## src/design/gbfs_pkg.sv

```systemverilog
// ----------------------------------------------------------------------------
// gbfs_pkg
// Shared types, codes and the CRC-32 byte step for the binary frame deframer.
// ----------------------------------------------------------------------------
package gbfs_pkg;

	localparam logic [31:0] CRC_POLY = 32'hEDB88320;

	localparam logic [7:0] SYNC_A = 8'hAA;
	localparam logic [7:0] SYNC_B = 8'h44;
	localparam logic [7:0] SYNC_C = 8'h12;

	localparam logic [16:0] HEADER_BYTES  = 17'd28;
	localparam logic [16:0] TRAILER_BYTES = 17'd4;
	localparam logic [16:0] HDR_CRC_END   = 17'd10;
	localparam logic [16:0] HDR_FIELD_END = 17'd20;
	localparam logic [16:0] OFF_FIRST     = 17'd3;

	// header byte offsets
	localparam logic [4:0] OFF_SYNC_LAST = 5'd2;
	localparam logic [4:0] OFF_ID_LO     = 5'd4;
	localparam logic [4:0] OFF_ID_HI     = 5'd5;
	localparam logic [4:0] OFF_FORMAT    = 5'd6;
	localparam logic [4:0] OFF_LEN_LO    = 5'd8;
	localparam logic [4:0] OFF_LEN_HI    = 5'd9;
	localparam logic [4:0] OFF_TSTAT     = 5'd13;
	localparam logic [4:0] OFF_WEEK_LO   = 5'd14;
	localparam logic [4:0] OFF_WEEK_HI   = 5'd15;
	localparam logic [4:0] OFF_TOW_B0    = 5'd16;
	localparam logic [4:0] OFF_TOW_B1    = 5'd17;
	localparam logic [4:0] OFF_TOW_B2    = 5'd18;
	localparam logic [4:0] OFF_TOW_B3    = 5'd19;

	localparam logic [7:0] BAD_TS_RESET = 8'd20;

	// frame status codes
	localparam logic [2:0] ST_OK   = 3'd0;
	localparam logic [2:0] ST_CRC  = 3'd1;
	localparam logic [2:0] ST_LEN  = 3'd2;
	localparam logic [2:0] ST_FMT  = 3'd3;
	localparam logic [2:0] ST_TIME = 3'd4;

	// word kinds from the front to the back
	localparam logic [2:0] K_SYNC   = 3'd0;
	localparam logic [2:0] K_CRC    = 3'd1;
	localparam logic [2:0] K_TRL    = 3'd2;
	localparam logic [2:0] K_END    = 3'd3;
	localparam logic [2:0] K_LENERR = 3'd4;

	typedef struct packed {
		logic [7:0]  data;
		logic [13:0] off;
		logic [13:0] len;
		logic [2:0]  kind;
		logic        hdr;
		logic [1:0]  tidx;
	} item_t;

	function automatic logic [31:0] crc_byte(input logic [31:0] crc, input logic [7:0] b);
		logic [31:0] t;
		t = {24'd0, crc[7:0] ^ b};
		for (int k = 0; k < 8; k++) begin
			t = t[0] ? ((t >> 1) ^ CRC_POLY) : (t >> 1);
		end
		return {8'd0, crc[31:8]} ^ t;
	endfunction

	localparam logic [31:0] SYNC_CRC = crc_byte(crc_byte(crc_byte(32'd0, SYNC_A), SYNC_B), SYNC_C);

endpackage

```

## src/design/gbfs_fifo.sv

```systemverilog
// ----------------------------------------------------------------------------
// gbfs_fifo
// Small register queue between the classifier and the frame checker.
// ----------------------------------------------------------------------------
module gbfs_fifo #(
	parameter int WIDTH = 42,
	parameter int DEPTH = 4
) (
	input  logic             clk,
	input  logic             arst_n,
	input  logic             wr_valid,
	output logic             wr_ready,
	input  logic [WIDTH-1:0] wr_data,
	output logic             rd_valid,
	input  logic             rd_ready,
	output logic [WIDTH-1:0] rd_data
);
	localparam int AW = (DEPTH > 1) ? $clog2(DEPTH) : 1;

	logic [WIDTH-1:0] slot_q [DEPTH];
	logic [AW-1:0]    wr_ptr_q;
	logic [AW-1:0]    rd_ptr_q;
	logic [AW:0]      count_q;
	logic             push;
	logic             pop;

	assign wr_ready = (count_q != (AW+1)'(DEPTH));
	assign rd_valid = (count_q != '0);
	assign rd_data  = slot_q[rd_ptr_q];
	assign push     = wr_valid && wr_ready;
	assign pop      = rd_valid && rd_ready;

	always_ff @(posedge clk or negedge arst_n) begin
		if (!arst_n) begin
			wr_ptr_q <= '0;
			rd_ptr_q <= '0;
			count_q  <= '0;
		end else begin
			if (push) begin
				wr_ptr_q <= (wr_ptr_q == AW'(DEPTH - 1)) ? '0 : wr_ptr_q + 1'b1;
			end
			if (pop) begin
				rd_ptr_q <= (rd_ptr_q == AW'(DEPTH - 1)) ? '0 : rd_ptr_q + 1'b1;
			end
			count_q <= count_q + (AW+1)'(push) - (AW+1)'(pop);
		end
	end

	always_ff @(posedge clk) begin
		if (push) begin
			slot_q[wr_ptr_q] <= wr_data;
		end
	end

endmodule

```

## src/design/gbfs_front.sv

```systemverilog
// ----------------------------------------------------------------------------
// gbfs_front
// Sync hunt, frame byte numbering, length capture and end detection.
// ----------------------------------------------------------------------------
module gbfs_front #(
	parameter int MAX_FRAME_BYTES = 16384
) (
	input  logic          clk,
	input  logic          arst_n,
	input  logic          in_valid,
	output logic          in_ready,
	input  logic [7:0]    in_byte,
	output logic          q_valid,
	input  logic          q_ready,
	output gbfs_pkg::item_t q_item
);
	import gbfs_pkg::*;

	localparam int CW = $clog2(MAX_FRAME_BYTES);
	localparam logic [16:0] LEN_LIMIT = 17'(MAX_FRAME_BYTES - 4);

	logic [15:0]   win_q;
	logic [CW-1:0] cnt_q;
	logic [16:0]   len_q;

	logic          take;
	logic          hunting;
	logic          hit;
	logic [16:0]   off;
	logic [16:0]   len_full;
	logic [16:0]   tdiff;
	logic          last;
	logic          too_long;
	logic          is_crc;

	assign in_ready = q_ready;
	assign take     = in_valid && q_ready;
	assign hunting  = (cnt_q == '0);
	assign hit      = (win_q == {SYNC_A, SYNC_B}) && (in_byte == SYNC_C);
	assign off      = 17'(cnt_q);
	assign len_full = {1'b0, in_byte, len_q[7:0]} + HEADER_BYTES;
	assign tdiff    = off - len_q;
	assign too_long = (off[4:0] == OFF_LEN_HI) && (off < HDR_CRC_END) && (len_full > LEN_LIMIT);
	assign is_crc   = (off < HDR_CRC_END) || (off < len_q);
	assign last     = (off >= HDR_CRC_END) &&
		({1'b0, off} + 18'd1 >= {1'b0, len_q} + {1'b0, TRAILER_BYTES});

	always_comb begin
		q_valid      = 1'b0;
		q_item.data  = in_byte;
		q_item.off   = off[13:0];
		q_item.len   = 14'd0;
		q_item.kind  = K_CRC;
		q_item.hdr   = (off < HDR_FIELD_END);
		q_item.tidx  = tdiff[1:0];
		if (hunting) begin
			q_valid     = in_valid && hit;
			q_item.off  = 14'(OFF_SYNC_LAST);
			q_item.kind = K_SYNC;
			q_item.hdr  = 1'b0;
		end else begin
			q_valid = in_valid;
			if (too_long) begin
				q_item.kind = K_LENERR;
				q_item.len  = len_full[13:0];
			end else if (last) begin
				q_item.kind = K_END;
				q_item.len  = len_q[13:0];
			end else if (is_crc) begin
				q_item.kind = K_CRC;
			end else begin
				q_item.kind = K_TRL;
			end
		end
	end

	always_ff @(posedge clk or negedge arst_n) begin
		if (!arst_n) begin
			win_q <= '0;
			cnt_q <= '0;
			len_q <= '0;
		end else if (take) begin
			if (hunting) begin
				win_q <= {win_q[7:0], in_byte};
				if (hit) begin
					cnt_q <= CW'(OFF_FIRST);
					len_q <= '0;
				end
			end else begin
				if (off < HDR_CRC_END && off[4:0] == OFF_LEN_LO) begin
					len_q <= {9'd0, in_byte};
				end
				if (off < HDR_CRC_END && off[4:0] == OFF_LEN_HI) begin
					len_q <= len_full;
				end
				// drop back to hunting on a length error or the last trailer byte
				if (too_long || last) begin
					cnt_q <= '0;
				end else begin
					cnt_q <= CW'(off + 17'd1);
				end
			end
		end
	end

endmodule

```

## src/design/gbfs_back.sv

```systemverilog
// ----------------------------------------------------------------------------
// gbfs_back
// Running CRC, header field capture, verdict and the output register.
// ----------------------------------------------------------------------------
module gbfs_back (
	input  logic            clk,
	input  logic            arst_n,
	input  logic [7:0]      bad_time_status,
	input  logic            q_valid,
	output logic            q_ready,
	input  gbfs_pkg::item_t q_item,
	output logic            m_tvalid,
	input  logic            m_tready,
	output logic [103:0]    m_tdata,  // frame_byte, byte_offset, message_id, gps_week,
	                                  // time_of_week_ms, frame_length, zero fill
	output logic            m_tlast,  // frame_end
	output logic [2:0]      m_tuser   // frame_status
);
	import gbfs_pkg::*;

	logic [31:0]  crc_q;
	logic [31:0]  trl_q;
	logic [15:0]  id_q;
	logic [1:0]   fmt_q;
	logic [7:0]   ts_q;
	logic [15:0]  week_q;
	logic [31:0]  tow_q;

	logic         out_valid_q;
	logic [103:0] out_data_q;
	logic         out_last_q;
	logic [2:0]   out_user_q;

	logic         pop;
	logic [31:0]  trl_next;
	logic [2:0]   verdict;
	logic [103:0] plain_data;

	assign q_ready    = !out_valid_q || m_tready;
	assign pop        = q_valid && q_ready;
	assign trl_next   = trl_q | ({24'd0, q_item.data} << {q_item.tidx, 3'd0});
	assign plain_data = {4'd0, 14'd0, 32'd0, 16'd0, 16'd0, q_item.off, q_item.data};

	always_comb begin
		if (crc_q != trl_next) begin
			verdict = ST_CRC;
		end else if (fmt_q != 2'd0) begin
			verdict = ST_FMT;
		end else if (ts_q == bad_time_status) begin
			verdict = ST_TIME;
		end else begin
			verdict = ST_OK;
		end
	end

	assign m_tvalid = out_valid_q;
	assign m_tdata  = out_data_q;
	assign m_tlast  = out_last_q;
	assign m_tuser  = out_user_q;

	always_ff @(posedge clk or negedge arst_n) begin
		if (!arst_n) begin
			out_valid_q <= 1'b0;
		end else if (q_ready) begin
			out_valid_q <= q_valid;
		end
	end

	always_ff @(posedge clk) begin
		if (pop) begin
			if (q_item.hdr) begin
				case (q_item.off[4:0])
					OFF_ID_LO:   id_q[7:0]     <= q_item.data;
					OFF_ID_HI:   id_q[15:8]    <= q_item.data;
					OFF_FORMAT:  fmt_q         <= q_item.data[5:4];
					OFF_TSTAT:   ts_q          <= q_item.data;
					OFF_WEEK_LO: week_q[7:0]   <= q_item.data;
					OFF_WEEK_HI: week_q[15:8]  <= q_item.data;
					OFF_TOW_B0:  tow_q[7:0]    <= q_item.data;
					OFF_TOW_B1:  tow_q[15:8]   <= q_item.data;
					OFF_TOW_B2:  tow_q[23:16]  <= q_item.data;
					OFF_TOW_B3:  tow_q[31:24]  <= q_item.data;
					default: ;
				endcase
			end

			case (q_item.kind)
				K_SYNC: begin
					crc_q      <= SYNC_CRC;
					trl_q      <= '0;
					out_last_q <= 1'b0;
					out_user_q <= ST_OK;
					out_data_q <= plain_data;
				end
				K_CRC: begin
					crc_q      <= crc_byte(crc_q, q_item.data);
					out_last_q <= 1'b0;
					out_user_q <= ST_OK;
					out_data_q <= plain_data;
				end
				K_TRL: begin
					trl_q      <= trl_next;
					out_last_q <= 1'b0;
					out_user_q <= ST_OK;
					out_data_q <= plain_data;
				end
				K_END: begin
					trl_q      <= trl_next;
					out_last_q <= 1'b1;
					out_user_q <= verdict;
					out_data_q <= {4'd0, q_item.len, tow_q, week_q, id_q, q_item.off,
						q_item.data};
				end
				K_LENERR: begin
					out_last_q <= 1'b1;
					out_user_q <= ST_LEN;
					out_data_q <= {4'd0, q_item.len, 32'd0, 16'd0, id_q, q_item.off,
						q_item.data};
				end
				default: begin
					out_last_q <= 1'b0;
					out_user_q <= ST_OK;
					out_data_q <= plain_data;
				end
			endcase
		end
	end

endmodule

```

## src/design/gbfs_queue_note.sv

```systemverilog
// ----------------------------------------------------------------------------
// gbfs_cfg
// Holder for the rejected time status register with its write handshake.
// ----------------------------------------------------------------------------
module gbfs_cfg (
	input  logic       clk,
	input  logic       arst_n,
	input  logic       cfg_valid,
	output logic       cfg_ready,
	input  logic [7:0] cfg_data,
	output logic [7:0] bad_time_status
);
	import gbfs_pkg::*;

	logic [7:0] bad_ts_q;

	assign cfg_ready       = 1'b1;
	assign bad_time_status = bad_ts_q;

	always_ff @(posedge clk or negedge arst_n) begin
		if (!arst_n) begin
			bad_ts_q <= BAD_TS_RESET;
		end else if (cfg_valid) begin
			bad_ts_q <= cfg_data;
		end
	end

endmodule

```

## src/design/gnss_binary_frame_sync_crc32.sv

```systemverilog
// ----------------------------------------------------------------------------
// gnss_binary_frame_sync_crc32
// Binary receiver frame deframer: sync hunt, CRC-32 check, header capture.
//
//   port group  dir  payload
//   s_*         in   tdata[7:0] in_byte
//   m_*         out  tdata: frame_byte, byte_offset, message_id, gps_week,
//                    time_of_week_ms, frame_length; tlast frame_end;
//                    tuser frame_status
//   cfg_*       in   data[7:0] bad_time_status
//
// One byte per cycle sustained while m_* is not stalled; a frame byte passes the
// combinational classifier, a queue slot and the checker register to m_tdata. The
// bytewise CRC step sits in the checker stage. Reset returns to hunting with
// the register at 20. A stall on m_* fills the four-word queue before s_tready drops.
// ----------------------------------------------------------------------------
module gnss_binary_frame_sync_crc32 #(
	parameter int MAX_FRAME_BYTES = 16384
) (
	input  logic         clk,
	input  logic         arst_n,
	input  logic         s_tvalid,
	output logic         s_tready,
	input  logic [7:0]   s_tdata,   // in_byte
	output logic         m_tvalid,
	input  logic         m_tready,
	output logic [103:0] m_tdata,   // frame_byte[7:0], byte_offset[21:8], message_id[37:22],
	                                // gps_week[53:38], time_of_week_ms[85:54],
	                                // frame_length[99:86], zero fill
	output logic         m_tlast,   // frame_end
	output logic [2:0]   m_tuser,   // frame_status
	input  logic         cfg_valid,
	output logic         cfg_ready,
	input  logic [7:0]   cfg_data
);
	import gbfs_pkg::*;

	logic       wr_valid;
	logic       wr_ready;
	item_t      wr_item;
	logic       rd_valid;
	logic       rd_ready;
	item_t      rd_item;
	logic [7:0] bad_ts;

	gbfs_cfg u_cfg (
		.clk             (clk),
		.arst_n          (arst_n),
		.cfg_valid       (cfg_valid),
		.cfg_ready       (cfg_ready),
		.cfg_data        (cfg_data),
		.bad_time_status (bad_ts)
	);

	gbfs_front #(
		.MAX_FRAME_BYTES (MAX_FRAME_BYTES)
	) u_front (
		.clk      (clk),
		.arst_n   (arst_n),
		.in_valid (s_tvalid),
		.in_ready (s_tready),
		.in_byte  (s_tdata),
		.q_valid  (wr_valid),
		.q_ready  (wr_ready),
		.q_item   (wr_item)
	);

	gbfs_fifo #(
		.WIDTH ($bits(item_t)),
		.DEPTH (4)
	) u_fifo (
		.clk      (clk),
		.arst_n   (arst_n),
		.wr_valid (wr_valid),
		.wr_ready (wr_ready),
		.wr_data  (wr_item),
		.rd_valid (rd_valid),
		.rd_ready (rd_ready),
		.rd_data  (rd_item)
	);

	gbfs_back u_back (
		.clk             (clk),
		.arst_n          (arst_n),
		.bad_time_status (bad_ts),
		.q_valid         (rd_valid),
		.q_ready         (rd_ready),
		.q_item          (rd_item),
		.m_tvalid        (m_tvalid),
		.m_tready        (m_tready),
		.m_tdata         (m_tdata),
		.m_tlast         (m_tlast),
		.m_tuser         (m_tuser)
	);

endmodule
```

## config.mk

```make
export PLATFORM = sky130hd
export DESIGN_NAME = gnss_binary_frame_sync_crc32
export DESIGN_NICKNAME = d
export VERILOG_FILES = /design/src/design/gbfs_pkg.sv /design/src/design/gbfs_fifo.sv /design/src/design/gbfs_front.sv /design/src/design/gbfs_back.sv /design/src/design/gbfs_queue_note.sv /design/src/design/gnss_binary_frame_sync_crc32.sv
export SDC_FILE = /design/constraint.sdc
export NUM_CORES = 1
export LEC_CHECK = 0
export ABC_AREA = 0
export BUFFER_PORTS_ARGS = -buffer_cell sky130_fd_sc_hd__buf_2
export CAP_MARGIN = 10
export CORE_UTILIZATION = 61
export DETAILED_ROUTE_END_ITERATION = 6
export PLACE_DENSITY = 0.8
export RECOVER_POWER = 50
export SLEW_MARGIN = 30
export SYNTH_ARGS = -nofsm -noshare
export SYNTH_HDL_FRONTEND = slang
export SYNTH_HIERARCHICAL = 1
export SYNTH_SLANG_ARGS = --single-unit
```

## constraint.sdc

```tcl
create_clock -name clk -period 5.9 [get_ports clk]
set_clock_uncertainty 0.1 [all_clocks]
set_input_delay 1.18 -clock clk [delete_from_list [all_inputs] [get_ports clk]]
set_output_delay 1.18 -clock clk [all_outputs]
set_load 0.05 [all_outputs]
```

==> results.sh, run 1 <==
export IMPL_final_seq_area_um2=13900
export IMPL_setup_viol=0
export IMPL_track_usage_pct=26.4
export IMPL_min_from="u_front/win_q[13]$_DFFE_PN0P_"
export IMPL_crit_required_ns=6.09
export IMPL_cts_setup_buffers=0
export IMPL_synth_area_top_cells="edfxtp_1 (58%), dfrtp_1 (7.2%), mux4_2 (4.5%)"
export IMPL_synth_compound_area_share_pct=5.64
export IMPL_fin_area_um2=23200
export IMPL_tightest_slew_ns=3.27
export IMPL_ctsHtreeMaxLevel=2
export IMPL_whs_path_depth=1
export IMPL_async_reset_ff_share_pct=13.3
export IMPL_place_ws_ns=1.45
export IMPL_multi_input_area_um2=6580
export IMPL_cts_hold_buf=0
export IMPL_grt_setup_unrepaired="no"
export IMPL_worstRegToRegCells=8
export IMPL_synthCells=1434
export IMPL_die_h_um=188
export IMPL_worst_path_max_fanout=34
export IMPL_synth_top_family_by_area="simple AND/OR/NAND/NOR gates"
export IMPL_clk_pin_slew_worst_paths_ns=0.06
export IMPL_synth_enable_flop_cells=410
export IMPL_wl_per_cell_um=22.9
export IMPL_utilization_pct=68.8
export IMPL_hold_path_class="reg -> reg"
export IMPL_clock_latency_ns=0.56
export IMPL_cellPowerDensity_nw_per_um2=632
export IMPL_synth_mux_area_share_pct=6.06
export IMPL_drc_errors=0
export IMPL_synth_simple_area_share_pct=11.4
export IMPL_n_antenna_cell=0
export IMPL_start_kind="flop"
export IMPL_drt_iter0_markers=1393
export IMPL_placed_cell_area_um2=22000
export IMPL_dr_pass1_iters=5
export IMPL_grt_pass1_wl_um=71000
export IMPL_area_growth_pct=10.0
export IMPL_cts_sinks=473
export IMPL_synth_cell_types=87
export IMPL_min_period_ns=4.87
export IMPL_avgSynthCellArea_um2=14.7
export IMPL_initial_core_util_pct=62.5
export IMPL_die_x_um=188
export IMPL_vdd_drop_max_mv=0.359
export IMPL_yosysWarningCount=6
export IMPL_synth_top_area_share_pct=58.3
export IMPL_p_leak_nw=8.25
export IMPL_cts_tree="done"
export IMPL_routed_wl_um=46200
export IMPL_ys_seq_elements=473
export IMPL_yosysMostFrequentCell="edfxtp_1"
export IMPL_period_share_pct=82.6
export IMPL_critPathKind="reg -> reg"
export IMPL_detail_route_antenna_nets=0
export IMPL_r2r_end="u_back/m_tdata[92]$_DFFE_PP_"
export IMPL_fin_setup_tns_ns=0
export IMPL_final_layout_size_suffix_gt1_share_pct=12.3
export IMPL_r2r_start="u_fifo/rd_ptr_q[0]$_DFFE_PN0P_"
export IMPL_drv_cap=4
export IMPL_antenna_found_initial=0
export IMPL_ioPinCount=132
export IMPL_synth_fa_ha_area_share_pct=2.58
export IMPL_synth_common_cells="edfxtp_1 (410), nor2_1 (82), xnor2_1 (72)"
export IMPL_rows=67
export IMPL_relSlewSlack_pct=-118
export IMPL_hold_viol_final=0
export IMPL_grt_max_degree=81
export IMPL_netlist_area_um2=21100
export IMPL_yosysSeqAreaShare_pct=65.8
export IMPL_dp_hpwl_um=29000
export IMPL_synth_xor_area_share_pct=5.32
export IMPL_gp_congestion=0.942
export IMPL_ys_flop_type="edfxtp_1"
export IMPL_vias=12607
export IMPL_cts_buffer_depth=3
export IMPL_post_cts_resized=0
export IMPL_max_freq_mhz=205
export IMPL_grt_ovfl_total=0
export IMPL_arrival_ns=5.06
export IMPL_drv_slew=219
export IMPL_setup_ws_ns=1.03
export IMPL_violations="max-capacitance violations, max-slew violations"
export IMPL_whs_ns=0.379
export IMPL_synth_largest_area_cell="edfxtp_1"
export IMPL_die_area_um2=35400
export IMPL_io_buffer_count=126
export IMPL_clockRootBuffer="clkbuf_16"
export IMPL_nets=1601
export IMPL_holdPathEnd="u_front/win_q[13]$_DFFE_PN0P_"
export IMPL_run_status="finished, violations left"
export IMPL_cp_end_kind="flop"
export IMPL_core_um2=33800
export IMPL_rrSetupSlack_ns=1.03
export IMPL_cts_inserted_buffers=47
export IMPL_fillCellCount=2253
export IMPL_via_per_inst=6.25
export IMPL_grt_pass1_vias=12555
layout make-up:
cell class	count	area share [%]
Clock buffer	61	5.33
Clock inverter	21	0.819
Multi-Input combinational cell	825	28.3
Inverter	49	0.797
Tap cell	448	2.41
Timing Repair Buffer	141	2.52
Sequential cell	473	59.8
worst max-delay path, stage by stage, from the launching register on:
cell and delay [ns]:
dfrtp_1 0.79, buf_4 0.66, mux4_2 0.68, nand2b_1 0.11, clkbuf_1 1.23, nor2_1 0.31, a21oi_2 0.22, buf_4 0.35
nor2b_1 0.13
power by group:
group / switching, mW / internal, mW / leakage (nW)
Clock: 1.22 / 1.57 / 0.692
Combinational: 4.23 / 2.16 / 2.91
Sequential: 0.514 / 5.00 / 4.65
Total: 5.96 / 8.73 / 8.25
cell usage in the layout, fill, tap and decap left out, types with 22 or more instances in the layout:
master,count
nand3_1,22
inv_1,46
and3_1,52
xnor2_1,72
mux4_2,42
ha_1,42
and2_1,31
nor2_1,82
nor2b_1,41
dfrtp_1,60
nand2_1,62
clkbuf_1,131
clkbuf_16,47
a21oi_1,34
xor2_1,31
edfxtp_1,410
through the flow:
stage | total power [mW] | instances
after floorplan | 10.5 | 1437
after global placement | 11.7 | 1936
after detailed placement | 11.9 | 1936
after CTS | 14.8 | 2018
after global routing | 15.4 | 2018
final | 14.7 | 2018
flip-flops by register name, indices dropped and copies added (netlist names), 2 cells and up:
| name | count |
|---|---|
| u_fifo/wr_ptr_q | 2 |
| u_back/trl_q | 32 |
| u_back/week_q | 16 |
| u_front/len_q | 17 |
| u_fifo/rd_ptr_q | 2 |
| u_front/cnt_q | 14 |
| u_back/id_q | 16 |
| u_fifo/count_q | 3 |
| u_back/tow_q | 32 |
| u_back/ts_q | 8 |
| u_fifo/slot_q | 168 |
| u_back/m_tuser | 3 |
| u_back/m_tdata | 100 |
| u_cfg/bad_time_status | 8 |
| u_back/crc_q | 32 |
| u_back/fmt_q | 2 |
| u_front/win_q | 16 |
layer usage:
layer  global-route usage (%)  share of wire (%)
met5                        0                  0
met3                     5.26                9.3
met4                     8.66                2.5
met1                     36.7                 41
met2                     42.1                 47
cell families (layout without fill, tap and decap cells):
logic type	after synthesis	after routing
xor gates and xnor gates	114	114
adders and majority gates	43	43
other	2	5
and+or+nand+nor	425	425
AOI/OAI and AO/OA	169	169
muxes	69	69
DFF	473	473
buffers and inverters	139	272
worst max path at each step:
stage / startpoint / slack (ns) / to / depth (start not counted)
5_1_grt: arst_n / 0.71 / u_fifo/rd_ptr_q[1]$_DFFE_PN0P_ / 2
4_1_cts: u_fifo/rd_ptr_q[0]$_DFFE_PN0P_ / 1.58 / u_back/m_tuser[2]$_DFFE_PP_ / 6
2_1_floorplan: m_tready / 0.86 / u_back/tow_q[16]$_DFFE_PP_ / 5
3_5_place_dp: s_tdata[1] / 1.45 / u_fifo/slot_q[1][19]$_DFFE_PP_ / 8
3_3_place_gp: s_tdata[1] / 1.62 / u_fifo/slot_q[0][8]$_DFFE_PP_ / 8
6_report: u_fifo/rd_ptr_q[0]$_DFFE_PN0P_ / 1.03 / u_back/m_tdata[92]$_DFFE_PP_ / 8
Power figures use the tool's default switching activity.
==> inputs of run 2 (changes only) <==
==> constraint.sdc (replaced) <==
create_clock -name clk -period 5.03 [get_ports clk]
set_clock_uncertainty 0.1 [all_clocks]
set_input_delay 1.006 -clock clk [delete_from_list [all_inputs] [get_ports clk]]
set_output_delay 1.006 -clock clk [all_outputs]
set_load 0.05 [all_outputs]
==> results.sh, run 2 (same netlist as run 1, synthesis figures left out) <==
export IMPL_run_status="finished, violations left"
export IMPL_violations="max-capacitance violations, max-slew violations"
export IMPL_total_power_mw=17.6
export IMPL_clockRootBuffer="clkbuf_16"
export IMPL_clk_pin_slew_worst_paths_ns=0.06
export IMPL_cts_setup_buffers=0
export IMPL_tightest_slew_ns=2.13
export IMPL_post_cts_resized=0
export IMPL_max_freq_mhz=233
export IMPL_drt_iter0_markers=1540
export IMPL_die_h_um=188
export IMPL_gp_congestion=0.881
export IMPL_r2r_start="u_fifo/count_q[1]$_DFF_PN0_"
export IMPL_routed_wl_um=46700
export IMPL_whs_ns=0.386
export IMPL_drc_errors=0
export IMPL_hold_viol_final=0
export IMPL_vias=12716
export IMPL_crit_required_ns=5.05
export IMPL_antenna_found_initial=0
export IMPL_grt_setup_unrepaired="no"
export IMPL_io_buffer_count=126
export IMPL_cts_tree="done"
export IMPL_regMostFlops="u_fifo/slot_q"
export IMPL_final_layout_size_suffix_gt1_share_pct=13.0
export IMPL_crit_path_start="u_fifo/count_q[1]$_DFF_PN0_"
export IMPL_critPathKind="reg -> reg"
export IMPL_grt_ovfl_total=0
export IMPL_period_share_pct=85.4
export IMPL_drv_cap=4
export IMPL_nets=1609
export IMPL_cts_sinks=473
export IMPL_area_growth_pct=11.0
export IMPL_hold_path_class="reg -> reg"
export IMPL_dp_hpwl_um=28900
export IMPL_detail_route_antenna_nets=0
export IMPL_drv_slew=158
export IMPL_cellPowerDensity_nw_per_um2=749
export IMPL_grt_max_degree=66
export IMPL_vdd_drop_max_mv=0.438
export IMPL_fin_setup_tns_ns=0
export IMPL_setup_viol=0
export IMPL_ioPinCount=132
export IMPL_ctsHtreeMaxLevel=2
export IMPL_cts_hold_buf=0
export IMPL_p_leak_nw=8.37
export IMPL_mostFrequentLayoutCells="edfxtp_1 (410), clkbuf_1 (129), nor2_1 (82), xnor2_1 (72), nand2_1 (62)"
export IMPL_wl_per_cell_um=23.0
export IMPL_track_usage_pct=26.9
export IMPL_place_ws_ns=1.04
export IMPL_min_from="u_front/win_q[11]$_DFFE_PN0P_"
export IMPL_die_x_um=188
export IMPL_grt_pass1_wl_um=72100
export IMPL_final_common_cell="edfxtp_1"
export IMPL_rows=67
export IMPL_dr_pass1_iters=5
export IMPL_via_per_inst=6.26
export IMPL_grt_pass1_vias=12689
export IMPL_clock_latency_ns=0.59
export IMPL_n_antenna_cell=0
export IMPL_start_kind="flop"
export IMPL_worst_path_max_fanout=65
export IMPL_relSlewSlack_pct=-42.0
export IMPL_cts_buffer_depth=3
export IMPL_initial_core_util_pct=62.5
export IMPL_arrival_ns=4.32
export IMPL_cp_end_kind="flop"
export IMPL_setup_ws_ns=0.733
export IMPL_largest_reg_flops=168
export IMPL_cts_inserted_buffers=46
export IMPL_die_area_um2=35400
export IMPL_core_um2=33800
export IMPL_min_period_ns=4.30
## run 2: report_power, final
part	internal, mW	switching (mW)
logic	2.55	4.97
registers	5.86	0.606
clock network	2.11	1.46
## run 2: stage by stage
step	instances	cell area [um2]	util, %
2_1_floorplan	1437	21100	-
3_3_place_gp	1945	22000	65.3
3_5_place_dp	1945	22100	65.3
4_1_cts	2031	23600	69.9
5_1_grt	2031	23400	69.3
6_report	2031	23400	69.3
## run 2: path summary, 6_finish.rpt
path / to / cells after the start / slack, ns
max: u_back/m_tdata[94]$_DFFE_PP_ / 4 / 0.73
min: u_front/win_q[11]$_DFFE_PN0P_ / 1 / 0.39
max reg2reg: u_back/m_tdata[94]$_DFFE_PP_ / 4 / 0.73
min reg2reg: u_front/win_q[11]$_DFFE_PN0P_ / 1 / 0.39
max in group asynchronous: u_fifo/rd_ptr_q[1]$_DFFE_PN0P_ / 2 / 1.15
min in group asynchronous: u_front/win_q[0]$_DFFE_PN0P_ / 1 / 0.79
## run 2: layer usage
| metal | part of all wire, % | wire, um | vias to the layer above | track usage (%) |
|---|---|---|---|---|
| met1 | 41 | 19400 | 6428 | 38.3 |
| met5 | 0 | 0 | - | 0 |
| met2 | 48 | 22300 | 633 | 42.4 |
| met3 | 8.9 | 4170 | 80 | 5.67 |
| met4 | 1.9 | 896 | 0 | 7.41 |
| li1 | - | - | 5575 | - |
## run 2: cell type report
type / count / area [um2]
clock buffer: 64 / 1290
clock inverter: 22 / 277
fill: 2170 / 10400
inverter: 49 / 185
multi-input combinational: 825 / 6570
sequential: 473 / 13900
tap: 448 / 561
timing repair buffer: 150 / 657
## run 2: critical path, stage by stage (launching register included)
cell and delay, ns:
dfrtp_1 0.47, or3_1 0.51, nand2_1 0.19, clkinvlp_2 1.45
buf_2 1.06
==> inputs of run 3 (changes only) <==
==> constraint.sdc (replaced) <==
create_clock -name clk -period 5.03 [get_ports clk]
set_clock_uncertainty 0.1 [all_clocks]
set_input_delay 0.7545 -clock clk [delete_from_list [all_inputs] [get_ports clk]]
set_output_delay 0.7545 -clock clk [all_outputs]
set_load 0.05 [all_outputs]
==> results.sh, run 3 (same netlist as run 1, synthesis figures left out) <==
export IMPL_run_status="finished, violations left"
export IMPL_violations="max-capacitance violations, max-slew violations"
export IMPL_drc_errors=0
export IMPL_area_growth_pct=10.1
export IMPL_cts_hold_buf=0
export IMPL_min_period_ns=4.47
export IMPL_detail_route_antenna_nets=0
export IMPL_max_stage_delay_ns=0.90
export IMPL_hold_viol_final=0
export IMPL_grt_max_degree=70
export IMPL_die_area_um2=35400
export IMPL_worstSetupPathDepth=6
export IMPL_clockRootBuffer="clkbuf_16"
export IMPL_fin_setup_tns_ns=0
export IMPL_top_layer="met4"
export IMPL_dr_pass1_iters=7
export IMPL_final_layout_size_suffix_gt1_share_pct=12.4
export IMPL_dp_hpwl_um=28400
export IMPL_die_x_um=188
export IMPL_grt_ovfl_total=0
export IMPL_grt_pass1_vias=12472
export IMPL_crit_required_ns=5.24
export IMPL_arrival_ns=4.68
export IMPL_tightest_slew_ns=1.87
export IMPL_worstRegToRegCells=6
export IMPL_clk_pin_slew_worst_paths_ns=0.06
export IMPL_rows=67
export IMPL_cts_tree="done"
export IMPL_antenna_found_initial=0
export IMPL_final_common_cell="edfxtp_1"
export IMPL_gp_congestion=0.936
export IMPL_critPathKind="reg -> reg"
export IMPL_largest_reg_flops=168
export IMPL_io_buffer_count=126
export IMPL_cts_setup_buffers=0
export IMPL_nets=1601
export IMPL_regMostFlops="u_fifo/slot_q"
export IMPL_vias=12751
export IMPL_clock_latency_ns=0.56
export IMPL_die_h_um=188
export IMPL_max_freq_mhz=224
export IMPL_drt_iter0_markers=1697
export IMPL_cp_top_family="compound AO/OA/AOI/OAI gates"
export IMPL_n_antenna_cell=0
export IMPL_wl_met2_um=22000
export IMPL_vdd_drop_max_mv=0.488
export IMPL_ctsHtreeMaxLevel=2
export IMPL_setup_viol=0
export IMPL_whs_ns=0.184
export IMPL_initial_core_util_pct=62.5
export IMPL_start_kind="flop"
export IMPL_cp_end_kind="flop"
export IMPL_cts_inserted_buffers=46
export IMPL_fillCellCount=2218
export IMPL_crit_buf_inv=0
export IMPL_grt_pass1_wl_um=71000
export IMPL_ioPinCount=132
export IMPL_post_cts_resized=0
export IMPL_period_share_pct=88.9
export IMPL_wl_met1_um=18300
export IMPL_mostFrequentLayoutCells="edfxtp_1 (410), clkbuf_1 (123), nor2_1 (82), xnor2_1 (72), nand2_1 (62)"
export IMPL_wl_per_cell_um=22.9
export IMPL_hold_path_class="in -> async"
export IMPL_route_met3_wl_um=4910
export IMPL_worst_path_max_fanout=31
export IMPL_crit_path_start="u_fifo/rd_ptr_q[0]$_DFFE_PN0P_"
export IMPL_drv_slew=88
export IMPL_cts_sinks=473
export IMPL_worst_path_max_delay_cell="mux4_2"
export IMPL_final_seq_area_um2=13900
export IMPL_cellPowerDensity_nw_per_um2=743
export IMPL_track_usage_pct=26.4
export IMPL_cts_buffer_depth=3
export IMPL_p_leak_nw=8.27
export IMPL_core_um2=33800
export IMPL_r2r_start="u_fifo/rd_ptr_q[0]$_DFFE_PN0P_"
export IMPL_path_cells="mux4_2 > nor2b_1 > a221oi_1 > a2111oi_0 > nand4_1 > o31a_1"
export IMPL_via_per_inst=6.32
export IMPL_drv_cap=2
export IMPL_grt_setup_unrepaired="no"
export IMPL_routed_wl_um=46300
export IMPL_multi_input_area_um2=6590
export IMPL_relSlewSlack_pct=-25.4
## run 3: changes by cell type in the layout (fill, tap and decap cells not counted), moves of 2 or more
cell,before,now
and3_2,4,0
and3_4,0,4
buf_4,21,13
bufinv_16,6,3
clkbuf_1,129,123
clkbuf_8,5,0
clkinv_1,6,12
clkinv_2,6,9
clkinv_8,0,2
clkinvlp_4,2,0
## run 3: per-layer routing
metal / vias to the layer above / GRT usage [%]
met5: - / 0
met4: 0 / 8.91
met3: 92 / 5.03
met2: 769 / 41.7
met1: 6324 / 37.2
li1: 5566 / -
## run 3: worst paths after layout
| path | endpoint | slack [ns] |
|---|---|---|
| min reg2reg | u_front/win_q[13]$_DFFE_PN0P_ | 0.38 |
| max reg2reg | u_back/m_tuser[0]$_DFFE_PP_ | 0.56 |
| min in group clk | u_cfg/bad_time_status[1]$_DFFE_PN0P_ | 0.31 |
| max | u_back/m_tuser[0]$_DFFE_PP_ | 0.56 |
| min | u_cfg/bad_time_status[0]$_DFFE_PN0P_ | 0.18 |
| max in group asynchronous | u_front/win_q[15]$_DFFE_PN0P_ | 4.17 |
## run 3: cell type report
type                            count  share of cell area, %
Tap cell                          448                   2.41
Inverter                           49                  0.796
Timing Repair Buffer              142                   2.61
Clock inverter                     27                  0.952
Clock buffer                       54                   5.17
Multi-Input combinational cell    825                   28.3
Sequential cell                   473                   59.7
## run 3: through the flow
stage	utilization [%]	setup slack [ns]	instance area [um2]	cells	total power, mW
after floorplan	-	0.411	21100	1437	12.3
after global placement	65.1	1.00	22000	1937	13.8
after detailed placement	65.2	0.974	22000	1937	14.0
after CTS	69.4	0.845	23400	2018	17.4
after global routing	68.8	0.424	23300	2018	18.1
final	68.8	0.557	23300	2018	17.3
## run 3: where the power goes
part | switching (mW) | leakage [nW] | internal (mW) | total [mW]
sequential | 0.595 | 4.65 | 5.86 | 6.45
clock | 1.42 | 0.702 | 1.86 | 3.28
combinational | 5.01 | 2.92 | 2.54 | 7.55
total | 7.02 | 8.27 | 10.3 | 17.3
